## src/sv/mtf_pkg.sv

```systemverilog
// Shared constants, result codes and cell control type for the move-to-front list.
`timescale 1ns / 1ps
package mtf_pkg;

  // List geometry
  localparam int DEPTH   = 64;
  localparam int IDX_W   = (DEPTH > 1) ? $clog2(DEPTH) : 1;
  localparam int SYM_W   = 32;
  localparam int POS_W   = 6;
  localparam int STAT_W  = 2;

  // Item kinds
  localparam logic MODE_APPEND = 1'b0;
  localparam logic MODE_LOOKUP = 1'b1;

  // Result codes
  localparam logic [STAT_W-1:0] ST_HIT      = 2'd0;
  localparam logic [STAT_W-1:0] ST_MISS     = 2'd1;
  localparam logic [STAT_W-1:0] ST_APPENDED = 2'd2;
  localparam logic [STAT_W-1:0] ST_DROPPED  = 2'd3;

  // Per-cell update controls for one cycle
  typedef struct packed {
    logic load;       // take the incoming symbol
    logic shift;      // take the neighbour's entry
    logic set_valid;  // mark the cell as holding a list entry
  } mtf_cell_ctl_t;

endpackage

```

## src/sv/mtf_cell.sv

```systemverilog
// One list cell: holds an entry and its valid bit, compares and shifts along the chain.
`timescale 1ns / 1ps
module mtf_cell
  import mtf_pkg::*;
(
  input  logic             clk,
  input  logic             rst_n,
  input  logic             cmp_en,
  input  logic [SYM_W-1:0] sym,
  input  logic [SYM_W-1:0] prev_entry,
  input  mtf_cell_ctl_t    ctl,
  output logic [SYM_W-1:0] entry,
  output logic             valid,
  output logic             match
);

  logic [SYM_W-1:0] entry_r, entry_nxt;
  logic             valid_r, valid_nxt;
  logic             match_r, match_nxt;

  // Select the next entry: shift from the neighbour, load the symbol, or hold
  always_comb begin
    entry_nxt = entry_r;
    if (ctl.shift) begin
      entry_nxt = prev_entry;
    end else if (ctl.load) begin
      entry_nxt = sym;
    end
    valid_nxt = valid_r | ctl.set_valid;
    match_nxt = cmp_en ? (valid_r && (entry_r == sym)) : match_r;
  end

  // Control state
  always_ff @(posedge clk) begin
    if (!rst_n) begin
      valid_r <= 1'b0;
    end else begin
      valid_r <= valid_nxt;
    end
  end

  // Payload and registered compare
  always_ff @(posedge clk) begin
    entry_r <= entry_nxt;
    match_r <= match_nxt;
  end

  assign entry = entry_r;
  assign valid = valid_r;
  assign match = match_r;

endmodule

```

## config.mk

```make
export PLATFORM = sky130hd
export DESIGN_NAME = mtf_cell
export DESIGN_NICKNAME = d
export VERILOG_FILES = /design/src/sv/mtf_pkg.sv /design/src/sv/mtf_cell.sv
export SDC_FILE = /design/constraint.sdc
export NUM_CORES = 1
export LEC_CHECK = 0
export ABC_CLOCK_PERIOD_IN_PS = 1850
export BUFFER_PORTS_ARGS = -buffer_cell sky130_fd_sc_hd__buf_2
export CAP_MARGIN = 0
export CORE_ASPECT_RATIO = 0.5
export CORE_UTILIZATION = 43
export DETAILED_ROUTE_END_ITERATION = 8
export PLACE_DENSITY = 0.75
export SLEW_MARGIN = 40
export SYNTH_ARGS = -nofsm -noshare
export SYNTH_HDL_FRONTEND = slang
export SYNTH_SLANG_ARGS = --single-unit
```

## constraint.sdc

```tcl
create_clock -name clk -period 1.85 [get_ports clk]
set_input_delay 0.37 -clock clk [delete_from_list [all_inputs] [get_ports clk]]
set_output_delay 0.37 -clock clk [all_outputs]
set_load 0.01 [all_outputs]
```

# Word level (Yosys, flattened, before mapping)
# Index checks and enable logic that the tools add are counted.
# totals
regBits	34
in_bits	70
output_inout_bits	34
wordCells	9
# op_classes
n_eq_ne	1
mux	2
bitwise_logic	1
reduce_logical	2
# ops
operator	n
$mux W32	2
$eq A32 B32 Y1	1
$reduce_bool A2 Y1	1
$logic_and A1 B1 Y1	1
$or A1 B1 Y1	1

# Longest topological paths before layout
# depth
word_depth	2
depth_mapped	4
depth_no_buf	4

# Least setup slack after synthesis
# Ideal clock, no wire load.
# synth_timing
path_type	input to register
start	input ctl[1] in the netlist's numbering
end	register entry_r[0], in the netlist entry[0] (enable)
setup_time_ps	375
t_arrival_ps	1200
t_required_ps	1475
slack_ps	275
path_stages	3
n_path_buf	2
path_cell_list	buf_2 -> buf_2 -> or2_2
# synth_via
elab_chain_len	1
# synth_lines
item	line	text
start: declaration	mtf_cell.sv:11	input mtf_cell_ctl_t ctl,
$reduce_bool A2 Y1 (no source line)	-	
end signal: assignment	mtf_cell.sv:44	entry_r <= entry_nxt;
end: declaration	mtf_cell.sv:17	logic [SYM_W-1:0] entry_r, entry_nxt;
# Every way passes these cells.
# A chain may end at the register's enable or synchronous reset.

# Final worst setup path
# layout_timing
start	register entry_r[13], in the netlist entry[13]
end	register match_r, in the netlist match (data pin)
# layout_via
elab_chain_len	2
# layout_lines
item	line	text
$eq A32 B32 Y1	mtf_cell.sv:30	match_nxt = cmp_en ? (valid_r && (entry_r == sym)) : match_r;
$logic_and A1 B1 Y1	mtf_cell.sv:30	
end signal: assignment	mtf_cell.sv:45	match_r <= match_nxt;
end: declaration	mtf_cell.sv:19	logic match_r, match_nxt;
# Every way passes these cells.

==> flow_metrics.env <==
export IMPL_status="complete, but fails checks"
export IMPL_violations="DRC"
export IMPL_worstSetupPathType="register to register"
export IMPL_syn_area_um2=1760
export IMPL_cts_resized=0
export IMPL_ys_top_cells_by_area="edfxtp_1, mux2_2, xor2_1, nor4_1, buf_2"
export IMPL_synth_seq_cells=34
export IMPL_r2r_slack_ps=340
export IMPL_synthArstFlopShare_pct=0
export IMPL_power_frac_seq_pct=51.4
export IMPL_place_gp_congestion=0.7342
export IMPL_setup_slack_ps=341.3
export IMPL_drv_max_cap_violation_count=0
export IMPL_rsz0062_at_grt="false"
export IMPL_reg2regPathDepth=4
export IMPL_power_frac_clock_pct=28.9
export IMPL_worst_pin_slew_ps=767.7
export IMPL_overflow=0
export IMPL_max_freq_mhz=662.8
export IMPL_grt_pass1_wl_um=5361
export IMPL_vias_per_cell=4.683
export IMPL_die_width_um=92.49
export IMPL_slowest_stage="edfxtp_1"
export IMPL_layoutNonFillerInstCount=278
export IMPL_power_density_nw_per_um2=798.9
export IMPL_fin_setup_tns_ps=0
export IMPL_clk_pin_slew_ps=70
export IMPL_final_seq_area_um2=1011
export IMPL_ctsLongestPathBuffers=2
export IMPL_comb_power_share_pct=19.8
export IMPL_h_tree_depth=2
export IMPL_synth_seq_area_share_pct=57.43
export IMPL_ant_nets=0
export IMPL_reg2reg_to="match"
export IMPL_critPathLaunch="entry[13]"
export IMPL_port_buffers=103
export IMPL_synth_edf_count=33
export IMPL_swShare_pct=25.23
export IMPL_power_leakage_nw=1.074
export IMPL_synth_flop_cell="edfxtp_1"
export IMPL_slowest_delay_ps=400
export IMPL_worstPathRequired_ps=1990
export IMPL_internal_power_mw=1.447
export IMPL_cp_arrival_ps=1640
export IMPL_initial_core_util_pct=45.10
export IMPL_cts_root_buffer="clkbuf_8"
export IMPL_cts_hold_fix_buffers=0
export IMPL_finalCritPeriodShare_pct=81.55
export IMPL_clock_latency_ps=280
export IMPL_end_kind="register"
export IMPL_start_kind="register"
export IMPL_numClockSinks=34
export IMPL_dp_cells=270
export IMPL_antenna_found_initial=0
export IMPL_setup_violations=0
export IMPL_core_um2=3904
export IMPL_postCtsSetupBuffers=0
export IMPL_area_growth_pct=37.60
export IMPL_track_usage_pct=16.87
export IMPL_nets=293
export IMPL_hold_path_cell_count=2
export IMPL_max_slew_margin_pct=48.82
export IMPL_path_cells="xor2_1 -> nor4_1 -> nand4_1 -> nor3_2"
export IMPL_synth_top_area_cell="edfxtp_1"
export IMPL_cp_max_fo=2
export IMPL_ios=104
export IMPL_drc=1
export IMPL_wirelength_um=3577
export IMPL_wl_per_cell_um=12.87
export IMPL_min_to="valid"
export IMPL_cts_tree="built"
export IMPL_synth_commonest_cells="edfxtp_1, mux2_2, xor2_1"
export IMPL_yosysMostFrequentCell="edfxtp_1"
export IMPL_grt_pass1_vias=1189
export IMPL_die_area_um2=4370
export IMPL_row_count=16
export IMPL_drive_above_1_share_pct=64.73
export IMPL_slew_viol_final=0
export IMPL_hold_violations=0
export IMPL_cts_buffers=5
export IMPL_finalCriticalPeriod_ps=1509
export IMPL_drt_initial_drc_count=21
export IMPL_die_h_um=47.25
export IMPL_drt_pre_antenna_iters=6
export IMPL_dp_hpwl_um=2756
export IMPL_yosysUniqueCellTypes=13
export IMPL_synthCells=116
export IMPL_ys_warn_count=0
export IMPL_hp_class="input pin to register"
export IMPL_n_antenna_cell=0
export IMPL_p_sw_mw=0.4882
export IMPL_vias=1302
export IMPL_peakVddDrop_mv=0.4000
export IMPL_dp_slack_ps=216.0
export IMPL_clock_skew_final_ps=8.980
export IMPL_synth_top_cell_area_share_pct=56.29
export IMPL_multi_input_area_um2=729.5
export IMPL_r2r_start="entry[13]"
export IMPL_syn_nets=186
export IMPL_fillers=338
export IMPL_grt_max_degree=33
export IMPL_min_from="ctl[0]"
export IMPL_syn_avg_cell_area_um2=15.18
## routing by layer
layer / up-vias / track usage [%] / wire, um
met5: - / 0 / 0
met4: 0 / 6.875 / 41
met3: 4 / 5.016 / 178
met2: 39 / 29.78 / 1805
met1: 610 / 20.34 / 1552
li1: 649 / - / -
## registers in the layout, indices dropped and copies added, names as in the netlist
register,flops
entry,32
valid,1
match,1
## cell usage in the layout (no fill, tap or decap), types with 2 or more instances in the layout
cell type / instances
xor2_1: 31
mux2_2: 32
buf_2: 103
nand3_1: 2
clkbuf_8: 6
nor4_1: 7
edfxtp_1: 33
## how the worst max path moves through the flow
| stage | end | cells past startpoint | slack [ps] |
|---|---|---|---|
| after floorplan | entry[0] | 3 | 280 |
| after global placement | match | 5 | 300 |
| after detailed placement | match | 5 | 220 |
| after CTS | match | 4 | 300 |
| after global routing | match | 4 | 230 |
| final | match | 4 | 340 |
## worst max-delay path: cells and delay by family, from the launching register on
family           cells  cell delay (ps)
flip-flops           1              400
XOR/XNOR             1              160
AND/OR/NAND/NOR      3              810
## power groups by stage
stage	logic [mW]	registers (mW)	clock network, mW
6_report	0.383	0.994	0.559
5_1_grt	0.421	1.01	0.616
4_1_cts	0.388	0.995	0.577
3_5_place_dp	0.387	1.01	0
3_3_place_gp	0.379	1.01	0
2_1_floorplan	0.156	1.05	0
## logic make-up after synthesis
family	after synthesis	synth area share [%]
AOI/OAI and AO/OA	1	0.4266
xor gates and xnor gates	32	15.92
DFF	34	57.43
and+or+nand+nor	13	4.620
buffers and inverters	4	1.137
muxes	32	20.47
## cell type report
class                      count  area share [%]
sequential                    34           41.74
tap                           54           2.789
multi-input combinational     78           30.11
timing repair buffer         104           21.59
clock inverter                 1          0.2066
clock buffer                   7           3.564
## stage by stage
step | util [%] | instance area [um^2] | total power [mW] | hold slack (ps)
2_1_floorplan | - | 1760 | 1.207 | 480.2
3_3_place_gp | 59.71 | 2331 | 1.388 | 482.0
3_5_place_dp | 59.71 | 2331 | 1.399 | 483.7
4_1_cts | 62.05 | 2422 | 1.960 | 273.8
5_1_grt | 62.05 | 2422 | 2.044 | 271.8
6_report | 62.05 | 2422 | 1.935 | 281.6
Power figures use the tool's default switching activity.
