### config.mk
export PLATFORM = sky130hd
export DESIGN_NAME = mtf_scan
export DESIGN_NICKNAME = d
export VERILOG_FILES = /design/src/sv/mtf_pkg.sv /design/src/sv/mtf_scan.sv
export SDC_FILE = /design/constraint.sdc
export NUM_CORES = 1
export LEC_CHECK = 0
export ABC_AREA = 1
export ABC_CLOCK_PERIOD_IN_PS = 2200
export BUFFER_PORTS_ARGS = -buffer_cell sky130_fd_sc_hd__buf_2
export CAP_MARGIN = 20
export CORE_AREA = 2 2 68 70
export DETAILED_ROUTE_END_ITERATION = 16
export DIE_AREA = 0 0 70 72
export PLACE_DENSITY_LB_ADDON = 0.25
export SLEW_MARGIN = 30
export SYNTH_ARGS = -nofsm -noshare
export SYNTH_HDL_FRONTEND = slang
export SYNTH_SLANG_ARGS = --single-unit
### constraint.sdc
create_clock -name vclk -period 2.2
set_input_delay 0.22 -clock vclk [all_inputs]
set_output_delay 0.22 -clock vclk [all_outputs]
set_load 0.02 [all_outputs]
### src/sv/mtf_pkg.sv
// Shared constants, result codes and cell control type for the move-to-front list.
`timescale 1ns / 1ps
package mtf_pkg;

  // List geometry
  localparam int DEPTH   = 64;
  localparam int IDX_W   = (DEPTH > 1) ? $clog2(DEPTH) : 1;
  localparam int SYM_W   = 32;
  localparam int POS_W   = 6;
  localparam int STAT_W  = 2;

  // Item kinds
  localparam logic MODE_APPEND = 1'b0;
  localparam logic MODE_LOOKUP = 1'b1;

  // Result codes
  localparam logic [STAT_W-1:0] ST_HIT      = 2'd0;
  localparam logic [STAT_W-1:0] ST_MISS     = 2'd1;
  localparam logic [STAT_W-1:0] ST_APPENDED = 2'd2;
  localparam logic [STAT_W-1:0] ST_DROPPED  = 2'd3;

  // Per-cell update controls for one cycle
  typedef struct packed {
    logic load;       // take the incoming symbol
    logic shift;      // take the neighbour's entry
    logic set_valid;  // mark the cell as holding a list entry
  } mtf_cell_ctl_t;

endpackage

### src/sv/mtf_scan.sv
// Front-first search over the cells' match flags: hit, shift span and position.
`timescale 1ns / 1ps
module mtf_scan
  import mtf_pkg::*;
(
  input  logic [DEPTH-1:0] match,
  output logic             hit,
  output logic [DEPTH-1:0] shift_span,
  output logic [POS_W-1:0] position
);

  logic [DEPTH-1:0] ahead;
  logic [DEPTH-1:0] first;
  logic [IDX_W-1:0] idx;

  // Flag any match in front of each cell, then keep the frontmost match only
  always_comb begin
    for (int i = 0; i < DEPTH; i++) begin
      ahead[i] = |(match & ((DEPTH'(1) << i) - DEPTH'(1)));
    end
    first = match & ~ahead;
    hit   = |match;
  end

  // Cells from index 1 up to the hit take their neighbour's entry
  always_comb begin
    shift_span = '0;
    for (int i = 1; i < DEPTH; i++) begin
      shift_span[i] = hit & ~ahead[i];
    end
  end

  // Encode the one-hot first match; the position field is as wide as the index
  always_comb begin
    idx = '0;
    for (int i = 0; i < DEPTH; i++) begin
      idx = idx | (first[i] ? IDX_W'(i) : IDX_W'(0));
    end
    position = POS_W'(idx);
  end

endmodule
# Word-level counts from Yosys, hierarchy flattened
# Index checks and enable logic that the tools add are counted.
# classes
n_shift,0
order_cmp,0
addsub,0
n_bitwise,190
n_eq_ne,0
mul,0
mux,63
div_mod_pow,0
n_reduce_logical,63
# op_table
operator,n
$or A6 B6 Y6,35
$mux W6,32
$mux W5,16
$and A64 B64 Y64,1
$not A64 Y64,1
$reduce_or A64 Y1,1
$and A1 B1 Y1,63
$not A1 Y1,63
$reduce_or A63 Y1,1
$reduce_or A62 Y1,1
$reduce_or A61 Y1,1
$or A5 B5 Y5,12
$reduce_or A60 Y1,1
$reduce_or A59 Y1,1
$reduce_or A58 Y1,1
$reduce_or A57 Y1,1
$reduce_or A56 Y1,1
$reduce_or A55 Y1,1
$reduce_or A54 Y1,1
$reduce_or A53 Y1,1
$reduce_or A52 Y1,1
$reduce_or A51 Y1,1
$reduce_or A50 Y1,1
$reduce_or A49 Y1,1
other kinds (58),77
# word_totals
n_memories,0
in_bits,64
reg_bits,0
word_cells,316
latchBits,0
romBits,0
ram_bits,0

# Longest topological paths before layout
# Gate-level depths: netlist of the first run.
# depth
word_depth,66
depth_mapped,14

# Least setup slack after synthesis of the first run
# Ideal clock, no wire load.
# synth_path
path_kind,input-to-output
startpoint,input match[5]
endpoint,output shift_span[55]
slack_ps,4
cell_stages,13
t_arrival_ps,1976
path_cell_list,nor2_1 -> nand2_1 -> nor2_8 -> inv_2 -> nor2_8 -> inv_4 -> nor2_8 -> nand2_1 -> clkinv_1 -> nand2_1 -> inv_2 -> nand2_1 -> nor3_1
# synth_between
elab_chain_len,3
word_cells_on_any_way,4
classes_between,2 x bitwise; 2 x reduce/logical
# synth_lines
item,line,rtl
start: declaration,mtf_scan.sv:6,"input logic [DEPTH-1:0] match,"
$reduce_or A55 Y1,mtf_scan.sv:19,ahead[i] = |(match & ((DEPTH'(1) << i) - DEPTH'(1)));
$not A1 Y1,mtf_scan.sv:29,shift_span[i] = hit & ~ahead[i];
$and A1 B1 Y1 *,mtf_scan.sv:29,
end: declaration,mtf_scan.sv:8,"output logic [DEPTH-1:0] shift_span,"
# Every way passes the cells marked *; elsewhere a longest branch is shown, timed or not.

# Worst setup path in the final report of the first run
# layout_path
startpoint,input match[15]
endpoint,output position[2]
# layout_between
elab_chain_len,51
word_cells_on_any_way,100
classes_between,25 x mux; 51 x bitwise; 24 x reduce/logical
# layout_lines
item,line,rtl
$and A64 B64 Y64 *,mtf_scan.sv:21,first = match & ~ahead;
$mux W4,mtf_scan.sv:37,idx = idx | (first[i] ? IDX_W'(i) : IDX_W'(0));
$or A4 B4 Y4,mtf_scan.sv:37,
$or A4 B5 Y5,mtf_scan.sv:37,
$or A5 B5 Y5 (12 in series),mtf_scan.sv:37,
$or A6 B6 Y6 (34 in series),mtf_scan.sv:37,
$or A6 B6 Y6 *,mtf_scan.sv:37,
end: declaration,mtf_scan.sv:9,output logic [POS_W-1:0] position
# Marks and branches as above.

==> flow_summary_export.csv, run 1 <==
group,metric,value,unit
outcome,status,"finished clean",
finish,num-clock-buffers,0,
timing,maxSlewViolCount,0,
synthesis,syn_nets,439,
finish,seq_area,0,um2
setup_path,slowest_stage,"or2_1",
route,wirelength,7180,um
power_and_ir_drop,irDropWorstVdd,41.6,uV
floorplan,die_h,72,um
route,drc,0,
global_routing,grt_pass1_vias,2759,
route,postRouteAntennaNets,0,
power_and_ir_drop,power.density,76.5,nW/um2
setup_path,crit_required,1.98,ns
global_routing,grtUsageTotal,26.3,%
floorplan,ios,135,
setup_path,crit_chain,"buf_2, or2_1, nor2_2, nand2_2, nor2_8, inv_4, nor2_8, buf_12, nand2_1, nor2_2, nand2_1, nand4_1, nor2_1, nand3_1, buf_4",
placed_design,port_buffers,134,
hold_path,hold_path.class,"in2out",
route,first_pass_iters,4,
synthesis,ys_types,35,
finish,drive_gt1_share,45.0,%
setup_path,crit_type,"in2out",
synthesis,syn_area,1810,um2
route,drt_iter0_drc,116,
finish,diodes,0,
floorplan,fp.dieW,70,um
timing,fmax,0.470,GHz
route,wl_per_cell,11.7,um
global_routing,grt_max_degree,19,
placed_design,dp_slack,-0.0251,ns
setup_path,cp_top_family,"simple AND/OR/NAND/NOR gates",
finish,finalNetCount,626,
flow_run,max_cap_violations,0,
setup_path,arrival,1.91,ns
synthesis,yosys_warnings,0,
global_routing,antenna_found_initial,0,
floorplan,dieArea,5040,um2
setup_path,end_kind,"output port",
setup_path,worst-path-buf-inv,4,
timing,hold_ws,0.711,ns
floorplan,rows,24,
global_routing,overflow,0,
setup_path,path_max_fanout,7,
synthesis,syn_avg_cell_area,4.84,um2
floorplan,core-area,4260,um2
finish,final_cell_mix,"buf_2, nor2_1, inv_1, buf_4, nand2_1",
global_routing,grt_pass1_wl,11400,um
route,viasPerCell,4.94,
finish,final_common_cell,"buf_2",
timing,period_share,96.7,%
synthesis,yosysTopAreaCell,"nor2_1",
finish,utilization,71.8,%
timing,grt_setup_unrepaired,"yes",
timing,min_period,2.13,ns
setup_path,cp_slowest_stage_delay,0.23,ns
timing,hold_violations,0,
synthesis,synth_top_cell_area_share,20.3,%
finish,syn_to_final_growth,68.7,%
synthesis,ys_seq_area_share,0,%
route,vias,3025,
synthesis,netlist_instances,375,
placed_design,place.gp.congestion,0.989,
synthesis,synth.area.top_cells,"nor2_1, inv_1, nand3_1, nand2_1, nand4_1",
clock_tree,holdBufCountCts,0,
placed_design,dpl.hpwl,6020,um
finish,seq_cell_count,0,
setup_path,start_kind,"primary input",
timing,setup_slack,0.0734,ns
power_and_ir_drop,p_leak,2.06,nW
timing,setup_viol,0,
floorplan,start_util,42.5,%
==> worst paths after layout <==
| check | start | endpoint | slack [ns] | cells past startpoint |
|---|---|---|---|---|
| worst max-delay path | match[15] | position[2] | 0.07 | 15 |
| worst min-delay path | match[20] | shift_span[21] | 0.71 | 3 |
==> repair_timing <==
action,CTS,global route
pin swaps,1,6
setup buffers,2,5
endpoints found under the setup margin,4,56
resized for setup,4,34
hold endpoints to repair,0,0
==> logic make-up (layout without fill, tap and decap cells) <==
family | after synthesis | in the layout | share of synthesized area [%]
AOI/OAI and AO/OA | 16 | 16 | 5.10
buffers and inverters | 81 | 266 | 17.9
other | 1 | 1 | 0.207
and+or+nand+nor | 277 | 277 | 76.8
==> cell usage after synthesis, drive strengths merged <==
cell,number
o211ai,2
a21oi,6
o31a,1
nand3b,5
nor4,2
nand2,63
clkinv,1
o31ai,1
o22ai,1
buf,4
inv,76
nand3,45
or2,6
nor2,109
nor3,25
nor3b,1
nand4,19
and3,2
o21ai,5
conb,1
==> metrics by stage <==
step                      instance area, um2  power (mW)  setup TNS (ns)  std cells
after floorplan                         1810      0.0773               0        375
after global placement                  2880       0.215         -0.0155        605
after detailed placement                2880       0.219         -0.0542        605
after CTS                               2900       0.221               0        607
after global routing                    3060       0.257          -0.508        612
final                                   3060       0.234               0        612
==> layout make-up <==
class	count	area [um2]
inverters	77	294
well taps	52	65.1
repair buffers	189	1110
fillers	398	1200
multi-input cells	294	1590
==> report_power, final <==
part / internal (mW) / switching, mW / total, mW
clock network: 0 / 0 / 0
logic: 0.104 / 0.130 / 0.234
registers: 0 / 0 / 0
total: 0.104 / 0.130 / 0.234
==> per-layer routing <==
metal / global-route usage [%] / vias to the layer above / routed length (um)
met1: 33.2 / 1328 / 3030
met5: 0 / - / 0
met3: 1.25 / 11 / 505
met4: 4.06 / 0 / 93
li1: - / 1570 / -
met2: 50.4 / 116 / 3550
Power figures use the tool's default switching activity.
==> inputs of run 2 (changes only) <==
Settings changed: CORE_AREA 2 2 68 70 to 2 2 71 73, DIE_AREA 0 0 70 72 to 0 0 73 75.
==> flow_summary_export.csv, run 2 (synthesized netlist as in run 1, its figures left out) <==
group,metric,value,unit
outcome,status,"finished, violations left",
outcome,violations,"negative setup slack",
finish,num-clock-buffers,0,
route,drc,0,
timing,setup_slack,-0.0111,ns
placed_design,dpl.hpwl,6240,um
setup_path,crit_chain,"buf_6, or2_1, nor2_1, nand2_1, nor2_4, inv_2, nor2_4, nand2_4, nor2_8, nand2_8, nand3b_4, nor3_4, nand2_2, nor2_1, buf_4",
setup_path,cp_top_family,"simple AND/OR/NAND/NOR gates",
power_and_ir_drop,irDropWorstVdd,38.7,uV
setup_path,arrival,1.99,ns
floorplan,fp.dieW,73,um
finish,final_common_cell,"buf_2",
floorplan,dieArea,5480,um2
timing,period_share,101,%
placed_design,port_buffers,134,
finish,multiInputGateArea,1670,um2
global_routing,grt_pass1_vias,2625,
route,wl_per_cell,12.7,um
global_routing,grt_pass1_wl,10800,um
route,wirelength,7890,um
global_routing,overflow,0,
setup_path,cp_slowest_stage_delay,0.22,ns
timing,min_period,2.21,ns
floorplan,ios,135,
setup_path,crit_required,1.98,ns
timing,setup_viol,1,
setup_path,crit_type,"in2out",
finish,finalNetCount,631,
route,viasPerCell,5.13,
route,vias,3175,
finish,seq_cell_count,0,
setup_path,start_kind,"primary input",
finish,drive_gt1_share,47.6,%
flow_run,max_cap_violations,0,
floorplan,start_util,38.9,%
hold_path,whs_path_depth,3,
hold_path,hp-start,"match[36]",
finish,diodes,0,
global_routing,antenna_found_initial,0,
timing,maxSlewViolCount,0,
floorplan,die_h,75,um
timing,fmax,0.452,GHz
route,first_pass_iters,4,
placed_design,dp_cells,610,
global_routing,grt_max_degree,19,
floorplan,rows,25,
setup_path,end_kind,"output port",
floorplan,core-area,4660,um2
setup_path,path_max_fanout,7,
power_and_ir_drop,p_leak,2.18,nW
timing,hold_ws,0.707,ns
placed_design,place.gp.congestion,0.895,
route,postRouteAntennaNets,0,
global_routing,grtUsageTotal,23.7,%
route,drt_iter0_drc,144,
finish,syn_to_final_growth,82.6,%
hold_path,hold_end,"shift_span[37]",
timing,hold_violations,0,
finish,seq_area,0,um2
finish,final_cell_mix,"buf_2, nor2_1, inv_1, buf_4, nand2_1",
timing,grt_setup_unrepaired,"yes",
setup_path,slowest_stage,"or2_1",
setup_path,worst-path-buf-inv,3,
hold_path,hold_path.class,"in2out",
finish,fin_cells,619,
power_and_ir_drop,power.density,77.5,nW/um2
finish,fillCellCount,390,
-- run 2: layout make-up --
class | count | area share (%)
multi-input cells | 294 | 50.5
repair buffers | 194 | 38.0
inverters | 77 | 9.41
well taps | 54 | 2.04
-- run 2: repair_timing --
action,in CTS,in global routing
setup buffers,0,8
endpoints found under the setup margin,2,46
hold buffers,0,0
hold endpoints to repair,0,0
gates resized for setup,2,84
pin swaps,0,16
cloned,0,1
-- run 2: how the worst max path moves through the flow --
stage	start	to	slack, ns	cells past startpoint
global placement	match[5]	position[3]	0.01	16
CTS	match[7]	shift_span[55]	0.004	16
floorplan	match[5]	shift_span[55]	0.004	13
detailed placement	match[13]	position[3]	-0.03	15
global route	match[35]	shift_span[22]	-0.12	16
finish	match[37]	shift_span[22]	-0.01	15
-- run 2: where the power goes --
group,internal (mW),total (mW),switching (mW)
Combinational,0.115,0.257,0.142
Sequential,0,0,0
Clock,0,0,0
-- run 2: through the flow --
step / area (um2) / TNS (ns) / worst slack, ns / util [%] / power (mW)
6_report: 3310 / -0.0111 / -0.0111 / 71.1 / 0.257
5_1_grt: 3310 / -1.27 / -0.116 / 71.1 / 0.278
4_1_cts: 2940 / 0 / 0.00379 / 63.0 / 0.222
3_5_place_dp: 2930 / -0.0336 / -0.0317 / 62.8 / 0.221
3_3_place_gp: 2930 / 0 / 0.0119 / 62.8 / 0.216
2_1_floorplan: 1810 / 0 / 0.00394 / - / 0.0773
-- run 2: metal layers --
layer	wire length, um	vias up	global-route usage, %
met4	111	0	3.09
met2	4040	167	45.0
li1	-	1586	-
met5	0	-	0
met3	611	14	1.34
met1	3130	1408	30.1
